$ cat src/sv/ftok_pkg.sv
`timescale 1ns / 1ps
`default_nettype none
// ----------------------------------------------------------------------------
// ftok_pkg
// Shared types and constants of the formula tokenizer.
// ----------------------------------------------------------------------------
package ftok_pkg;

    localparam int MAX_LEN_DEF = 1024;
    localparam int NUM_SLOTS   = 6;

    typedef enum logic [4:0] {
        K_END = 5'd0, K_NUMBER = 5'd1, K_STRING = 5'd2, K_CELLREF = 5'd3,
        K_BOOL = 5'd4, K_IDENT = 5'd5, K_PLUS = 5'd6, K_MINUS = 5'd7,
        K_MUL = 5'd8, K_DIV = 5'd9, K_POW = 5'd10, K_AMP = 5'd11,
        K_LPAREN = 5'd12, K_RPAREN = 5'd13, K_COMMA = 5'd14, K_SEMI = 5'd15,
        K_COLON = 5'd16, K_EQ = 5'd17, K_NE = 5'd18, K_LE = 5'd19,
        K_LT = 5'd20, K_GE = 5'd21, K_GT = 5'd22, K_ERROR = 5'd23
    } kind_t;

    typedef enum logic [3:0] {
        M_START, M_IDLE, M_INT, M_FRAC, M_EXPMARK, M_EXPDIG, M_DOT, M_STR,
        M_STRQ, M_DOLLAR, M_LET, M_LETD, M_ROW, M_OP
    } mode_t;

    // word match codes for TRUE / FALSE recognition
    localparam logic [3:0] WM_NONE  = 4'd0;
    localparam logic [3:0] WM_TRUE  = 4'd4;
    localparam logic [3:0] WM_FALSE = 4'd9;
    localparam logic [3:0] WM_FAIL  = 4'd15;

    localparam logic [14:0] COL_SAT = 15'd16384;
    localparam logic [20:0] ROW_SAT = 21'd1048576;

    // one token as it leaves on the result channel, lowest field last
    typedef struct packed {
        logic               last;
        logic               truth;
        logic               rabs;
        logic               cabs;
        logic signed [20:0] row;
        logic [13:0]        col;
        logic [10:0]        len;
        logic [9:0]         start;
        kind_t              kind;
    } tok_t;

    typedef struct packed {
        logic [14:0] col;
        logic [3:0]  wm;
    } letter_t;

endpackage
`default_nettype wire

$ cat src/sv/ftok_lexer.sv
`timescale 1ns / 1ps
`default_nettype none
// ----------------------------------------------------------------------------
// ftok_lexer
// Lexer state and the single-pass next-state logic; yields up to six
// token slots per character.
// ----------------------------------------------------------------------------
module ftok_lexer #(
    parameter int MAX_LEN = ftok_pkg::MAX_LEN_DEF
) (
    input  wire logic                               aclk,
    input  wire logic                               aresetn,
    input  wire logic                               advance,
    input  wire logic [7:0]                         character,
    input  wire logic                               final_char,
    output ftok_pkg::tok_t [ftok_pkg::NUM_SLOTS-1:0] slots,
    output logic [ftok_pkg::NUM_SLOTS-1:0]          slot_valid
);
    import ftok_pkg::*;

    localparam int PW = $clog2(MAX_LEN + 1);

    mode_t          mode_reg, mode_next;
    logic [PW-1:0]  pos_reg, pos_next;
    logic [PW-1:0]  start_reg, start_next;
    logic [14:0]    col_reg, col_next;
    logic [20:0]    row_reg, row_next;
    logic [3:0]     wm_reg, wm_next;
    logic [1:0]     flag_reg, flag_next;
    logic [7:0]     held_reg, held_next;

    logic           go_start;
    letter_t        lt_cur, lt_new;
    logic [31:0]    p32, pm1, ef, efm1;

    function automatic logic is_digit(logic [7:0] c);
        return c >= "0" && c <= "9";
    endfunction

    function automatic logic is_alpha(logic [7:0] c);
        return (c >= "A" && c <= "Z") || (c >= "a" && c <= "z");
    endfunction

    function automatic logic is_space(logic [7:0] c);
        return c == " " || (c >= 8'd9 && c <= 8'd13);
    endfunction

    function automatic letter_t add_letter(logic [14:0] col, logic [3:0] wm,
                                           logic [7:0] c);
        logic [7:0]  u;
        logic [19:0] acc;
        letter_t     r;
        u   = (c >= "a") ? c - 8'd32 : c;
        acc = 20'(col) * 20'd26 + 20'(u - 8'd64);
        r.col = (acc > 20'(COL_SAT)) ? COL_SAT : acc[14:0];
        unique case (wm)
            4'd0:    r.wm = (u == "T") ? 4'd1 : (u == "F") ? 4'd5 : WM_FAIL;
            4'd1:    r.wm = (u == "R") ? 4'd2 : WM_FAIL;
            4'd2:    r.wm = (u == "U") ? 4'd3 : WM_FAIL;
            4'd3:    r.wm = (u == "E") ? 4'd4 : WM_FAIL;
            4'd5:    r.wm = (u == "A") ? 4'd6 : WM_FAIL;
            4'd6:    r.wm = (u == "L") ? 4'd7 : WM_FAIL;
            4'd7:    r.wm = (u == "S") ? 4'd8 : WM_FAIL;
            4'd8:    r.wm = (u == "E") ? 4'd9 : WM_FAIL;
            default: r.wm = WM_FAIL;
        endcase
        return r;
    endfunction

    function automatic logic [20:0] add_digit(logic [20:0] row, logic [7:0] c);
        logic [24:0] acc;
        acc = 25'(row) * 25'd10 + 25'(c - "0");
        return (acc > 25'(ROW_SAT)) ? ROW_SAT : acc[20:0];
    endfunction

    function automatic tok_t mk(kind_t kind, logic [31:0] st, logic [31:0] en,
                                logic [13:0] col, logic [20:0] row,
                                logic [1:0] flags, logic truth, logic last);
        logic [31:0] l;
        logic [31:0] s;
        tok_t        t;
        l = (en >= st) ? en - st : 32'd0;
        if (l > 32'(MAX_LEN)) l = 32'(MAX_LEN);
        s = (st > 32'(MAX_LEN - 1)) ? 32'(MAX_LEN - 1) : st;
        t.kind  = kind;
        t.start = s[9:0];
        t.len   = l[10:0];
        t.col   = col;
        t.row   = row;
        t.cabs  = flags[0];
        t.rabs  = flags[1];
        t.truth = truth;
        t.last  = last;
        return t;
    endfunction

    function automatic tok_t simple(kind_t kind, logic [31:0] st, logic [31:0] en);
        return mk(kind, st, en, 14'd0, 21'd0, 2'b00, 1'b0, 1'b0);
    endfunction

    function automatic tok_t word(logic [3:0] wm, logic [31:0] st, logic [31:0] en);
        tok_t t;
        if (wm == WM_TRUE) begin
            t = mk(K_BOOL, st, en, 14'd0, 21'd0, 2'b00, 1'b1, 1'b0);
        end else if (wm == WM_FALSE) begin
            t = mk(K_BOOL, st, en, 14'd0, 21'd0, 2'b00, 1'b0, 1'b0);
        end else begin
            t = simple(K_IDENT, st, en);
        end
        return t;
    endfunction

    function automatic tok_t cellref(logic [31:0] st, logic [31:0] en,
                                     logic [14:0] col, logic [20:0] row,
                                     logic [1:0] flags);
        logic [14:0] c;
        c = (col != 15'd0) ? col - 15'd1 : 15'd0;
        return mk(K_CELLREF, st, en, c[13:0], row - 21'd1, flags, 1'b0, 1'b0);
    endfunction

    function automatic kind_t op_kind(logic [7:0] c);
        kind_t k;
        unique case (c)
            "+":     k = K_PLUS;
            "-":     k = K_MINUS;
            "*":     k = K_MUL;
            "/":     k = K_DIV;
            "^":     k = K_POW;
            "&":     k = K_AMP;
            "(":     k = K_LPAREN;
            ")":     k = K_RPAREN;
            ",":     k = K_COMMA;
            ";":     k = K_SEMI;
            ":":     k = K_COLON;
            "=":     k = K_EQ;
            default: k = K_ERROR;
        endcase
        return k;
    endfunction

    assign lt_cur = add_letter(col_reg, wm_reg, character);
    assign lt_new = add_letter(15'd0, WM_NONE, character);
    assign p32    = 32'(pos_reg);
    assign pm1    = (pos_reg == '0) ? 32'd0 : p32 - 32'd1;
    assign ef     = 32'(pos_next);
    assign efm1   = (pos_next == '0) ? 32'd0 : ef - 32'd1;
    assign pos_next = (pos_reg < PW'(MAX_LEN)) ? pos_reg + PW'(1) : PW'(MAX_LEN);

    always_comb begin
        mode_next  = mode_reg;
        start_next = start_reg;
        col_next   = col_reg;
        row_next   = row_reg;
        wm_next    = wm_reg;
        flag_next  = flag_reg;
        held_next  = held_reg;
        slots      = '0;
        slot_valid = '0;
        go_start   = 1'b0;

        // close or extend the token in progress
        unique case (mode_reg)
            M_START: begin
                mode_next = M_IDLE;
                go_start  = (character != "=");
            end
            M_IDLE: go_start = 1'b1;
            M_INT, M_FRAC: begin
                if (is_digit(character)) begin
                end else if (character == "." && mode_reg == M_INT) begin
                    mode_next = M_FRAC;
                end else if (character == "e" || character == "E") begin
                    mode_next = M_EXPMARK;
                end else begin
                    slots[0] = simple(K_NUMBER, 32'(start_reg), p32);
                    slot_valid[0] = 1'b1;
                    go_start = 1'b1;
                end
            end
            M_EXPMARK: begin
                if (character == "+" || character == "-" || is_digit(character)) begin
                    mode_next = M_EXPDIG;
                end else begin
                    slots[0] = simple(K_NUMBER, 32'(start_reg), p32);
                    slot_valid[0] = 1'b1;
                    go_start = 1'b1;
                end
            end
            M_EXPDIG: begin
                if (!is_digit(character)) begin
                    slots[0] = simple(K_NUMBER, 32'(start_reg), p32);
                    slot_valid[0] = 1'b1;
                    go_start = 1'b1;
                end
            end
            M_DOT: begin
                if (is_digit(character)) begin
                    mode_next = M_FRAC;
                end else begin
                    slots[0] = simple(K_ERROR, 32'(start_reg), 32'(start_reg) + 32'd1);
                    slot_valid[0] = 1'b1;
                    go_start = 1'b1;
                end
            end
            M_STR: begin
                if (character == "\"") mode_next = M_STRQ;
            end
            M_STRQ: begin
                if (character == "\"") begin
                    mode_next = M_STR;
                end else begin
                    slots[0] = simple(K_STRING, 32'(start_reg), p32);
                    slot_valid[0] = 1'b1;
                    go_start = 1'b1;
                end
            end
            M_DOLLAR: begin
                if (is_alpha(character)) begin
                    mode_next = M_LET;
                    col_next  = lt_cur.col;
                    wm_next   = lt_cur.wm;
                end else begin
                    slots[0] = simple(K_ERROR, 32'(start_reg), 32'(start_reg) + 32'd1);
                    slot_valid[0] = 1'b1;
                    go_start = 1'b1;
                end
            end
            M_LET: begin
                if (is_alpha(character)) begin
                    col_next = lt_cur.col;
                    wm_next  = lt_cur.wm;
                end else if (character == "$") begin
                    mode_next = M_LETD;
                end else if (is_digit(character)) begin
                    mode_next = M_ROW;
                    row_next  = add_digit(row_reg, character);
                end else begin
                    slots[0] = word(wm_reg, 32'(start_reg), p32);
                    slot_valid[0] = 1'b1;
                    go_start = 1'b1;
                end
            end
            M_LETD: begin
                if (is_digit(character)) begin
                    flag_next = flag_reg | 2'b10;
                    mode_next = M_ROW;
                    row_next  = add_digit(row_reg, character);
                end else begin
                    // hand the dangling dollar to a fresh token
                    slots[0] = word(wm_reg, 32'(start_reg), pm1);
                    slot_valid[0] = 1'b1;
                    start_next = PW'(pm1);
                    flag_next  = 2'b01;
                    row_next   = '0;
                    if (is_alpha(character)) begin
                        mode_next = M_LET;
                        col_next  = lt_new.col;
                        wm_next   = lt_new.wm;
                    end else begin
                        col_next = '0;
                        wm_next  = WM_NONE;
                        slots[1] = simple(K_ERROR, pm1, pm1 + 32'd1);
                        slot_valid[1] = 1'b1;
                        go_start = 1'b1;
                    end
                end
            end
            M_ROW: begin
                if (is_digit(character)) begin
                    row_next = add_digit(row_reg, character);
                end else begin
                    slots[0] = cellref(32'(start_reg), p32, col_reg, row_reg, flag_reg);
                    slot_valid[0] = 1'b1;
                    go_start = 1'b1;
                end
            end
            M_OP: begin
                slot_valid[0] = 1'b1;
                mode_next = M_IDLE;
                if (held_reg == "<" && character == ">") begin
                    slots[0] = simple(K_NE, 32'(start_reg), p32 + 32'd1);
                end else if (held_reg == "<" && character == "=") begin
                    slots[0] = simple(K_LE, 32'(start_reg), p32 + 32'd1);
                end else if (held_reg == ">" && character == "=") begin
                    slots[0] = simple(K_GE, 32'(start_reg), p32 + 32'd1);
                end else begin
                    slots[0] = simple((held_reg == "<") ? K_LT : K_GT,
                                      32'(start_reg), 32'(start_reg) + 32'd1);
                    go_start = 1'b1;
                end
            end
            default: go_start = 1'b1;
        endcase

        // open a new token on this character
        if (go_start) begin
            mode_next = M_IDLE;
            if (is_space(character)) begin
            end else if (is_digit(character)) begin
                mode_next  = M_INT;
                start_next = pos_reg;
            end else if (is_alpha(character)) begin
                mode_next  = M_LET;
                start_next = pos_reg;
                flag_next  = 2'b00;
                row_next   = '0;
                col_next   = lt_new.col;
                wm_next    = lt_new.wm;
            end else begin
                unique case (character)
                    ".": begin
                        mode_next  = M_DOT;
                        start_next = pos_reg;
                    end
                    "\"": begin
                        mode_next  = M_STR;
                        start_next = pos_reg;
                    end
                    "$": begin
                        mode_next  = M_DOLLAR;
                        start_next = pos_reg;
                        flag_next  = 2'b01;
                        col_next   = '0;
                        row_next   = '0;
                        wm_next    = WM_NONE;
                    end
                    "<", ">": begin
                        mode_next  = M_OP;
                        held_next  = character;
                        start_next = pos_reg;
                    end
                    default: begin
                        slots[2] = simple(op_kind(character), p32, p32 + 32'd1);
                        slot_valid[2] = 1'b1;
                    end
                endcase
            end
        end

        // close the formula on its last character
        if (final_char) begin
            unique case (mode_next)
                M_INT, M_FRAC, M_EXPMARK, M_EXPDIG: begin
                    slots[3] = simple(K_NUMBER, 32'(start_next), ef);
                    slot_valid[3] = 1'b1;
                end
                M_DOT, M_DOLLAR: begin
                    slots[3] = simple(K_ERROR, 32'(start_next), 32'(start_next) + 32'd1);
                    slot_valid[3] = 1'b1;
                end
                M_STR, M_STRQ: begin
                    slots[3] = simple(K_STRING, 32'(start_next), ef);
                    slot_valid[3] = 1'b1;
                end
                M_LET: begin
                    slots[3] = word(wm_next, 32'(start_next), ef);
                    slot_valid[3] = 1'b1;
                end
                M_LETD: begin
                    slots[3] = word(wm_next, 32'(start_next), efm1);
                    slots[4] = simple(K_ERROR, efm1, ef);
                    slot_valid[4:3] = 2'b11;
                end
                M_ROW: begin
                    slots[3] = cellref(32'(start_next), ef, col_next, row_next, flag_next);
                    slot_valid[3] = 1'b1;
                end
                M_OP: begin
                    slots[3] = simple((held_next == "<") ? K_LT : K_GT,
                                      32'(start_next), 32'(start_next) + 32'd1);
                    slot_valid[3] = 1'b1;
                end
                default: begin
                end
            endcase
            slots[5] = mk(K_END, ef, ef, 14'd0, 21'd0, 2'b00, 1'b0, 1'b1);
            slot_valid[5] = 1'b1;
        end
    end

    always_ff @(posedge aclk) begin
        if (!aresetn || (advance && final_char)) begin
            mode_reg  <= M_START;
            pos_reg   <= '0;
            start_reg <= '0;
            col_reg   <= '0;
            row_reg   <= '0;
            wm_reg    <= WM_NONE;
            flag_reg  <= '0;
            held_reg  <= '0;
        end else if (advance) begin
            mode_reg  <= mode_next;
            pos_reg   <= pos_next;
            start_reg <= start_next;
            col_reg   <= col_next;
            row_reg   <= row_next;
            wm_reg    <= wm_next;
            flag_reg  <= flag_next;
            held_reg  <= held_next;
        end
    end

endmodule
`default_nettype wire

$ cat src/sv/formula_tokenizer.sv
`timescale 1ns / 1ps
`default_nettype none
// ----------------------------------------------------------------------------
// formula_tokenizer
// Streaming spreadsheet formula lexer, one character per beat in, one
// token per beat out.
// ----------------------------------------------------------------------------
// Feed the formula one character per input beat and mark the last one with
// s_axis_tlast. For each character the lexer updates its state and files
// every token the character completes into a small result buffer, which
// drains at one token per output beat. A character that completes at most
// one token keeps the input running at one beat per cycle while
// m_axis_tready is high; one that completes several (a dangling '$', the
// last character with its END token) holds the input while the buffer
// drains. Every formula ends with an END token on m_axis_tlast, after
// which the lexer is back at start of formula.
module formula_tokenizer #(
    parameter int MAX_LEN = ftok_pkg::MAX_LEN_DEF
) (
    input  wire logic        aclk,
    input  wire logic        aresetn,
    input  wire logic        s_axis_tvalid,
    output logic             s_axis_tready,
    input  wire logic [7:0]  s_axis_tdata,  // [7:0] character
    input  wire logic        s_axis_tlast,  // final_char
    output logic             m_axis_tvalid,
    input  wire logic        m_axis_tready,
    // [4:0] token_kind, [14:5] token_start, [25:15] token_length,
    // [39:26] column_index, [60:40] row_index, [61] column_absolute,
    // [62] row_absolute, [63] truth_value
    output logic [63:0]      m_axis_tdata,
    output logic             m_axis_tlast   // last_token
);
    import ftok_pkg::*;

    logic                   advance;
    tok_t [NUM_SLOTS-1:0]   lex_slots;
    logic [NUM_SLOTS-1:0]   lex_valid;
    tok_t [NUM_SLOTS-1:0]   slot_reg;
    logic [NUM_SLOTS-1:0]   mask_reg, mask_next;
    tok_t                   head;

    ftok_lexer #(.MAX_LEN(MAX_LEN)) u_lexer (
        .aclk       (aclk),
        .aresetn    (aresetn),
        .advance    (advance),
        .character  (s_axis_tdata),
        .final_char (s_axis_tlast),
        .slots      (lex_slots),
        .slot_valid (lex_valid)
    );

    // take a new character once the buffer is empty or drains its last token
    assign s_axis_tready = (mask_reg == '0) || ($onehot(mask_reg) && m_axis_tready);
    assign advance       = s_axis_tvalid && s_axis_tready;

    // present the lowest pending slot
    always_comb begin
        head = '0;
        for (int i = NUM_SLOTS - 1; i >= 0; i--) begin
            if (mask_reg[i]) head = slot_reg[i];
        end
    end

    assign m_axis_tvalid = |mask_reg;
    assign m_axis_tdata  = {head.truth, head.rabs, head.cabs, head.row, head.col,
                            head.len, head.start, head.kind};
    assign m_axis_tlast  = head.last;

    always_comb begin
        mask_next = mask_reg;
        if (advance) begin
            mask_next = lex_valid;
        end else if (m_axis_tvalid && m_axis_tready) begin
            mask_next = mask_reg & (mask_reg - NUM_SLOTS'(1));
        end
    end

    always_ff @(posedge aclk) begin
        if (!aresetn) begin
            mask_reg <= '0;
        end else begin
            mask_reg <= mask_next;
        end
    end

    always_ff @(posedge aclk) begin
        if (advance) begin
            slot_reg <= lex_slots;
        end
    end

endmodule
`default_nettype wire
$ cat config.mk
export PLATFORM = sky130hd
export DESIGN_NAME = formula_tokenizer
export DESIGN_NICKNAME = d
export VERILOG_FILES = /design/src/sv/ftok_pkg.sv /design/src/sv/ftok_lexer.sv /design/src/sv/formula_tokenizer.sv
export SDC_FILE = /design/constraint.sdc
export NUM_CORES = 1
export LEC_CHECK = 0
export ABC_AREA = 1
export BUFFER_PORTS_ARGS = -buffer_cell sky130_fd_sc_hd__buf_2
export CAP_MARGIN = 5
export CORE_ASPECT_RATIO = 1.75
export CORE_MARGIN = 5
export CORE_UTILIZATION = 25
export CTS_CLUSTER_SIZE = 30
export DETAILED_ROUTE_END_ITERATION = 12
export SLEW_MARGIN = 15
export SYNTH_ARGS = -nofsm -noshare
export SYNTH_HDL_FRONTEND = slang
export SYNTH_SLANG_ARGS = --single-unit
$ cat constraint.sdc
create_clock -name aclk -period 12.7 [get_ports aclk]
set_input_delay 0.635 -clock aclk [delete_from_list [all_inputs] [get_ports aclk]]
set_output_delay 0.635 -clock aclk [all_outputs]
set_load 0.005 [all_outputs]
== Word level (Yosys, flattened, before mapping) ==
Cells that the tools add are included.

* Output and inout port bits: 67
* Word-level logic and storage cells: 440
* Register bits: 472

* Magnitude comparators: 40
* $mul: 2
* Reductions and logical operators: 48
* Mux-type cells: 177
* Bitwise logic cells: 5
* Add/subtract/negate cells: 33
* Equal/unequal tests: 68

{| class="wikitable"
|+ Operators with widths
! operator !! number
|-
| 2-to-1 mux 65 bit || 13
|-
| one-hot mux 65 bit (10 select lines) || 1
|-
| one-hot mux 65 bit (7 select lines) || 1
|-
| 2-to-1 mux 32 bit || 13
|-
| > comparator 32 x 11 -> 1 bit (second input constant) || 11
|-
| 2-to-1 mux 64 bit || 4
|-
| 2-to-1 mux 26 bit || 9
|-
| 2-to-1 mux 21 bit || 10
|-
| 2-to-1 mux 11 bit || 19
|-
| 2-to-1 mux 195 bit || 1
|-
| == test 8 x 6 -> 1 bit (second input constant) || 20
|-
| 2-to-1 mux 15 bit || 10
|-
| 2-to-1 mux 4 bit || 31
|-
| == test 8 x 7 -> 1 bit (second input constant) || 11
|-
| greater-or-equal comparator 32 x 11 -> 1 bit || 2
|-
| > comparator 32 x 10 -> 1 bit (second input constant) || 2
|-
| subtractor 32 x 11 -> 32 bit || 2
|-
| 2-to-1 mux 63 bit || 1
|-
| one-hot mux 21 bit (3 select lines) || 1
|-
| == test 4 bit (second input constant) || 15
|-
| 2-to-1 mux 10 bit || 6
|-
| one-hot mux 5 bit (12 select lines) || 1
|-
| == test 4 x 3 -> 1 bit (second input constant) || 13
|-
| subtractor 12 x 11 -> 13 bit || 4
|-
| other kinds (71) || 172
|}

== Longest topological paths before layout ==
Gate-level depths: netlist of the first run.

* Depth in word-level cells: 18
* Mapped depth: 46
* Depth with buffers taken out: 46

== Modules after synthesis ==
From an unflattened synthesis of the first run, not the netlist that was laid out.

* Cells, all modules: 5482
* Area total of the unflattened synthesis: 40257.4 µm²

{| class="wikitable"
|+ By module, submodules not included
! module !! cells an instance !! times used !! area an instance (µm²)
|-
| ftok_lexer || 4530 || 1 || 25458.2
|-
| formula_tokenizer || 952 || 1 || 14799.2
|}

== Worst setup path before layout of the first run ==
No wires, ideal clock.

* Path type: register -> register
* Start: register mask_reg[0]
* End: register u_lexer.flag_reg[1]
* Clock period less this slack: 8996 ps
* Cell stages (with the launch flop): 14
* Path slack: 3704 ps
* Library setup time: 391 ps
* Arrival time: 8605 ps
* Data required time: 12309 ps
* Cell sequence: dfxtp_1 fa_1 inv_1 fa_1 inv_1 ha_1 fa_1 nor2_1 nand3_1 nand2_1 nand2_1 inv_2 clkbuf_1 a21oi_1

* Longest elaborated chain between the ends: 9
* Elaborated cells between the ends (all ways): 10
* Those cells by class: add/sub: 3; eq/ne: 1; reduce/logical: 6

{| class="wikitable"
|+ Ends and longest elaborated chain
! element !! RTL line !! source
|-
| from (decl) || formula_tokenizer.sv:40 || <nowiki>logic [NUM_SLOTS-1:0] mask_reg, mask_next;</nowiki>
|-
| from (signal assigned) || formula_tokenizer.sv:83 || <nowiki>mask_reg <= mask_next;</nowiki>
|-
| adder 1 x 1 -> 2 bit (not written as such) || formula_tokenizer.sv:54 || <nowiki>assign s_axis_tready = (mask_reg == '0) || ($onehot(mask_reg) && m_axis_tready);</nowiki>
|-
| adder 2 x 2 -> 3 bit (not written as such) || formula_tokenizer.sv:54 ||
|-
| adder 3 x 2 -> 3 bit (not written as such) || formula_tokenizer.sv:54 ||
|-
| == test 3 x 1 -> 1 bit || formula_tokenizer.sv:54 ||
|-
| logical AND 1 bit || formula_tokenizer.sv:54 ||
|-
| logical OR 1 bit * || formula_tokenizer.sv:54 ||
|-
| net s_axis_tready || formula_tokenizer.sv:23 || <nowiki>output logic s_axis_tready,</nowiki>
|-
| logical AND 1 bit * || formula_tokenizer.sv:55 || <nowiki>assign advance = s_axis_tvalid && s_axis_tready;</nowiki>
|-
| net advance || formula_tokenizer.sv:36 || <nowiki>logic advance;</nowiki>
|-
| logical AND 1 bit || ftok_lexer.sv:382 || <nowiki>if (!aresetn || (advance && final_char)) begin</nowiki>
|-
| logical OR 1 bit || ftok_lexer.sv:382 ||
|-
| to (signal assigned) || ftok_lexer.sv:398 || <nowiki>flag_reg <= flag_next;</nowiki>
|-
| to (decl) || ftok_lexer.sv:29 || <nowiki>logic [1:0] flag_reg, flag_next;</nowiki>
|}

The timed path passes the listed nets; every way through them passes the cells marked *.
A chain may end at the register's enable or synchronous reset.

== Final worst setup path of the first run ==
* Start: register u_lexer.pos_reg[0]
* End: register slot_reg[210] (netlist bit) (data pin)

* Elaborated cells between the ends (all ways): 35
* Those cells by class: add/sub: 7; order compare: 7; mux: 19; reduce/logical: 2

{| class="wikitable"
|+ RTL lines
! element !! RTL line !! source
|-
| from (decl) || ftok_lexer.sv:24 || <nowiki>logic [PW-1:0] pos_reg, pos_next;</nowiki>
|-
| from (signal assigned) || ftok_lexer.sv:393 || <nowiki>pos_reg <= pos_next;</nowiki>
|-
| adder 11 x 1 -> 11 bit or < comparator 11 bit (tied branches) || ftok_lexer.sv:147 || <nowiki>assign pos_next = (pos_reg < PW'(MAX_LEN)) ? pos_reg + PW'(1) : PW'(MAX_LEN);</nowiki>
|-
| 2-to-1 mux 11 bit * || ftok_lexer.sv:147 ||
|-
| net u_lexer.pos_next[9] || ftok_lexer.sv:24 ||
|-
| subtractor 11 x 1 -> 12 bit or logical NOT 11 bit (tied branches) || ftok_lexer.sv:146 || <nowiki>assign efm1 = (pos_next == '0) ? 32'd0 : ef - 32'd1;</nowiki>
|-
| 2-to-1 mux 32 bit || ftok_lexer.sv:146 ||
|-
| subtractor 32 x 11 -> 32 bit or greater-or-equal comparator 32 x 11 -> 1 bit (tied branches) || ftok_lexer.sv:82 || <nowiki>l = (en >= st) ? en - st : 32'd0;</nowiki>
|-
| 2-to-1 mux 32 bit || ftok_lexer.sv:82 ||
|-
| > comparator 32 x 11 -> 1 bit || ftok_lexer.sv:83 || <nowiki>if (l > 32'(MAX_LEN)) l = 32'(MAX_LEN);</nowiki>
|-
| 2-to-1 mux 11 bit || ftok_lexer.sv:83 ||
|-
| 2-to-1 mux 64 bit || ftok_lexer.sv:103 || <nowiki>if (wm == WM_TRUE) begin</nowiki>
|-
| one-hot mux 65 bit (7 select lines) * || ftok_lexer.sv:342 || <nowiki>unique case (mode_next)</nowiki>
|-
| to (signal assigned) || formula_tokenizer.sv:89 || <nowiki>slot_reg <= lex_slots;</nowiki>
|-
| to (decl) || formula_tokenizer.sv:39 || <nowiki>tok_t [NUM_SLOTS-1:0] slot_reg;</nowiki>
|}

Marks and branches as above.

==> results.json, run 1 <==
{
  "largest_reg_flops": 207,
  "wl_per_cell_um": 19.7,
  "async_flop_share": 0,
  "max_freq_ghz": 0.135,
  "status": "complete, no violations",
  "ioPinCount": 80,
  "r2r_slack_ns": 5.29,
  "dieHeight_um": 478,
  "wirelength_mm": 126,
  "rsz0062_at_grt": "no",
  "crit_fanout": 13,
  "synth_edf_count": 207,
  "setup_tns_ns": 0,
  "synth_area_um2": 31400,
  "layout-drive-gt1-share": 0.0658,
  "postRouteAntennaNets": 0,
  "dp.cells": 6333,
  "tritoncts": "done",
  "drcViolationCount": 0,
  "fillers": 13900,
  "relSlewSlack": 0.254,
  "cp.arrival_ns": 7.81,
  "grt_pass1_vias": 31500,
  "die_area_um2": 133000,
  "die_w_um": 278,
  "nets": 5042,
  "mostFrequentLayoutCell": "nand2_1",
  "routed_via_density": 5.02,
  "cts_setup_buffers": 0,
  "final_cell_mix": "nand2_1 (1003), inv_1 (649), nor2_1 (587)",
  "dominantRegCellSynth": "edfxtp_1",
  "firstDrtPassIters": 6,
  "fp.coreArea_um2": 125000,
  "grt_max_degree": 188,
  "setup_viol": 0,
  "start_util": 0.251,
  "numCtsBuffers": 34,
  "cts_hold_buf": 0,
  "root_buffer": "clkbuf_16",
  "cts_buffer_depth": 3,
  "ys_types": 67,
  "syn2layout_area_growth_pct": 10.9,
  "grt_pass1_wl_mm": 187,
  "fin_worst_skew_ns": 0.0228,
  "cp_data_required_time_ns": 13.10,
  "grtUsageTotal": 0.181,
  "clk_pin_slew_ns": 0.07,
  "cp_slowest_cell": "dfxtp_1",
  "ys_seq_area_frac": 0.251,
  "drt-initial-drc-count": 2304,
  "cts_resized": 0,
  "ctsHtreeMaxLevel": 2,
  "gp_congestion": 0.996,
  "dpl.hpwl_mm": 102,
  "postSynthAreaPerCell_um2": 6.72,
  "grt_remaining_overflow": 0,
  "synth-seq-cells": 289,
  "worstSetupPathType": "reg2reg",
  "worstMarginPinSlew_ns": 1.12,
  "min_period_ns": 7.41,
  "max_cap_violations": 0,
  "num_vias": 32100,
  "hp-class": "in2reg",
  "critical-path-max-stage-delay_ns": 0.62,
  "portBuffers": 79,
  "crit_path_start_kind": "register",
  "fin_crit_sh": 0.584,
  "final_cells": 6396,
  "cts_sinks": 289,
  "syn_inst": 4667,
  "slew_viol_final": 0,
  "hold_viol_final": 0,
  "clk_latency_ns": 0.57,
  "row_count": 172,
  "synth_warnings": 0,
  "antenna_found_initial": 5,
  "crit_path_end_kind": "register"
}
-- layer usage --
layer	track usage	routed length [um]
met5	0	48
met3	0.0199	5710
met4	0.136	11800
met1	0.178	43200
met2	0.344	65300
-- path summary, 6_finish.rpt --
| check | startpoint | to | depth (start not counted) |
|---|---|---|---|
| min reg2reg | u_lexer.held_reg[7] | u_lexer.held_reg[7] | 2 |
| min | aresetn | mask_reg[4] | 3 |
| max reg2reg | u_lexer.pos_reg[0] | slot_reg[210] | 39 |
| max | u_lexer.pos_reg[0] | slot_reg[210] | 39 |
-- worst max-delay path, delay by kind of cell (launching register included) --
| family | cells | cell delay [ns] |
|---|---|---|
| AO/OA/AOI/OAI | 4 | 0.91 |
| flip-flops | 1 | 0.62 |
| buffers and inverters | 5 | 0.85 |
| adder cells (fa/ha/maj) | 3 | 0.79 |
| AND/OR/NAND/NOR | 27 | 4.04 |
-- logic make-up after synthesis --
group / Yosys count / synth area share
simple gates: 2198 / 0.306
xor+xnor: 186 / 0.0520
compound gates: 876 / 0.162
buf+inv: 803 / 0.0988
flops: 289 / 0.251
other cells: 2 / 0.000240
fa+ha+maj: 313 / 0.130
-- per-stage QoR --
stage | area (um^2) | utilization | hold WS, ns | setup WS [ns]
2_1_floorplan | 31400 | - | 0.418 | 3.70
3_3_place_gp | 33700 | 0.269 | 0.427 | 5.41
3_5_place_dp | 33700 | 0.269 | 0.436 | 5.33
4_1_cts | 34800 | 0.278 | 0.309 | 5.35
5_1_grt | 34800 | 0.278 | 0.337 | 4.58
6_report | 34800 | 0.278 | 0.345 | 5.29
-- cell type report --
class                           instances  area [um^2]  area share
Clock buffer                           38          887      0.0255
Tap cell                             1653         2070      0.0595
Timing Repair Buffer                  114          671      0.0193
Antenna cell                            2         5.00    0.000144
Clock inverter                         23          228     0.00655
Inverter                              683         2570      0.0740
Multi-Input combinational cell       3594        20500       0.589
Sequential cell                       289         7860       0.226
-- Yosys cell counts, drive strengths merged, types with 34 or more instances --
cell    instances  area, um^2
nor2          618        2480
nand3b         41         308
dfxtp          82        1640
buf            38         223
clkbuf         82         308
xor2          124        1090
nand2        1036        4000
ha            290        3630
nand3         282        1480
nor3           91         470
inv           675        2540
o211ai         41         308
nand4          70         465
a21oi         327        1640
a32o           38         380
edfxtp        207        6220
a31oi          34         213
xnor2          62         543
o21ai         326        1650
Power of run 1 is left out: the tool's default activity adds up to more than one toggle a clock period on the data nets, which glitch-free logic cannot reach.
==> run 2: changes to the inputs <==
==> constraint.sdc (replaced) <==
create_clock -name aclk -period 7.1 [get_ports aclk]
set_input_delay 0.355 -clock aclk [delete_from_list [all_inputs] [get_ports aclk]]
set_output_delay 0.355 -clock aclk [all_outputs]
set_load 0.005 [all_outputs]
==> run 2 against run 1 <==
Effect of this change:
- non-clock buffer count grew 47
- flip-flop and latch count unchanged
- clock skew down 0.0013 ns
- die area is the same
- register-to-register slack lost 4.7 ns
- count of clock-buffer cells in the layout increased by 6
- first-iteration DRC count decreased by 6.3%
- critical path depth fell by 11
- final cell count increased by 0.70%
- setup slack worse by 4.7 ns
- core utilization rose by 0.35 points
- critical endpoint unchanged
==> results.json, run 2 (synthesis results as in run 1) <==
{
  "status": "complete, no violations",
  "ioPinCount": 80,
  "wl_per_cell_um": 19.8,
  "antenna_found_initial": 5,
  "critical-path-max-stage-delay_ns": 0.68,
  "r2r_slack_ns": 0.59,
  "nets": 5086,
  "syn2layout_area_growth_pct": 12.3,
  "cpLargestDelayFamily": "simple AND/OR/NAND/NOR gates",
  "hp-start": "s_axis_tlast",
  "worstHoldEndpoint": "slot_reg[389]",
  "cp_data_required_time_ns": 7.58,
  "clk_latency_ns": 0.64,
  "largest_reg_flops": 207,
  "hp-class": "in2reg",
  "start_util": 0.251,
  "max_cap_violations": 0,
  "fp.coreArea_um2": 125000,
  "fin_worst_skew_ns": 0.0215,
  "numCtsBuffers": 31,
  "place_area_um2": 34000,
  "fin_util": 0.282,
  "portBuffers": 79,
  "r2r-start": "u_lexer.pos_reg[3]",
  "grt_pass1_wl_mm": 188,
  "crit_path_end_kind": "register",
  "fin_crit_sh": 0.917,
  "critPathLaunch": "u_lexer.pos_reg[3]",
  "drt-initial-drc-count": 2158,
  "ctsHtreeMaxLevel": 1,
  "crit_path_start_kind": "register",
  "worstMarginPinSlew_ns": 1.16,
  "cts_buffer_depth": 3,
  "mostFrequentLayoutCell": "nand2_1",
  "dpl.hpwl_mm": 103,
  "cp.arrival_ns": 6.99,
  "cts_sinks": 289,
  "num_vias": 32100,
  "cp_slowest_cell": "dfxtp_1",
  "slew_viol_final": 0,
  "gp_congestion": 0.998,
  "relSlewSlack": 0.227,
  "ff2ff_path_depth": 28,
  "wirelength_mm": 128,
  "worstSetupPathType": "reg2reg",
  "holdPathStages": 1,
  "setup_viol": 0,
  "die_w_um": 278,
  "hold_viol_final": 0,
  "path_buf_inv": 6,
  "drcViolationCount": 0,
  "reg2reg_to": "slot_reg[210]",
  "grt_remaining_overflow": 0,
  "clk_pin_slew_ns": 0.07,
  "rsz0062_at_grt": "no",
  "layout-drive-gt1-share": 0.0763,
  "dpl_worst_slack_ns": 0.315,
  "grt_max_degree": 148,
  "firstDrtPassIters": 6,
  "grt_pass1_vias": 31700,
  "row_count": 172,
  "postRouteAntennaNets": 0,
  "setup_tns_ns": 0,
  "dieHeight_um": 478,
  "tritoncts": "done",
  "timing.final.ws_setup_ns": 0.590,
  "routed_via_density": 4.99,
  "max_freq_ghz": 0.154,
  "design_area_um2": 35200,
  "crit_fanout": 13,
  "die_area_um2": 133000,
  "root_buffer": "clkbuf_16",
  "min_period_ns": 6.51,
  "grtUsageTotal": 0.183,
  "final_cell_mix": "nand2_1 (1002), inv_1 (648), nor2_1 (584)"
}
run 2: cell types whose count changed in the layout (fill, tap and decap cells not counted), sizes merged:
cell and delta:
buf +46, bufinv +1, clkbuf +6, clkinv -3
clkinvlp -5, diode +1, dlygate4sd3 +1, inv -2
run 2: cell type report:
| class | instances | area, um^2 |
|---|---|---|
| Fill cell | 13800 | 89800 |
| Multi-Input combinational cell | 3594 | 20500 |
| Sequential cell | 289 | 7870 |
| Inverter | 683 | 2580 |
| Tap cell | 1653 | 2070 |
| Timing Repair Buffer | 161 | 1030 |
| Clock buffer | 44 | 971 |
| Clock inverter | 14 | 183 |
| Antenna cell | 3 | 7.51 |
run 2: metal layers:
| metal | vias to the layer above | GRT usage | share of wire |
|---|---|---|---|
| li1 | 15700 | - | - |
| met2 | 1081 | 0.349 | 0.52 |
| met3 | 426 | 0.0187 | 0.044 |
| met5 | - | 0 | 0.00016 |
| met4 | 4 | 0.142 | 0.094 |
| met1 | 14900 | 0.177 | 0.35 |
run 2: worst max path at each step:
stage / end / slack [ns] / cells past startpoint
floorplan: slot_reg[227] / 1.12 / 38
global placement: slot_reg[227] / 0.34 / 39
detailed placement: slot_reg[221] / 0.31 / 39
CTS: slot_reg[221] / 0.31 / 39
global route: slot_reg[218] / 0.004 / 41
finish: slot_reg[210] / 0.59 / 28
run 2: worst reg2reg max path: cells and delay by family (launching register included):
family                   cells  cell delay [ns]
buffers and inverters        6             0.91
flip-flops                   1             0.68
AO/OA/AOI/OAI                4             0.86
AND/OR/NAND/NOR             15             3.11
adder cells (fa/ha/maj)      3             0.76
run 2: timing repair:
item / CTS / global route
setup endpoints to repair: 0 / 36
gates resized for setup: 0 / 13
hold endpoints to repair: 2 / 0
hold buffers: 1 / 0
setup buffers: 0 / 3
run 2: per-stage QoR:
step                      instances  hold slack [ns]
after floorplan                4686            0.418
after global placement         6376            0.429
after detailed placement       6376            0.432
after CTS                      6435           0.0705
after global routing           6439           0.0973
final                          6441            0.106
Power of run 2 is left out for the same reason.
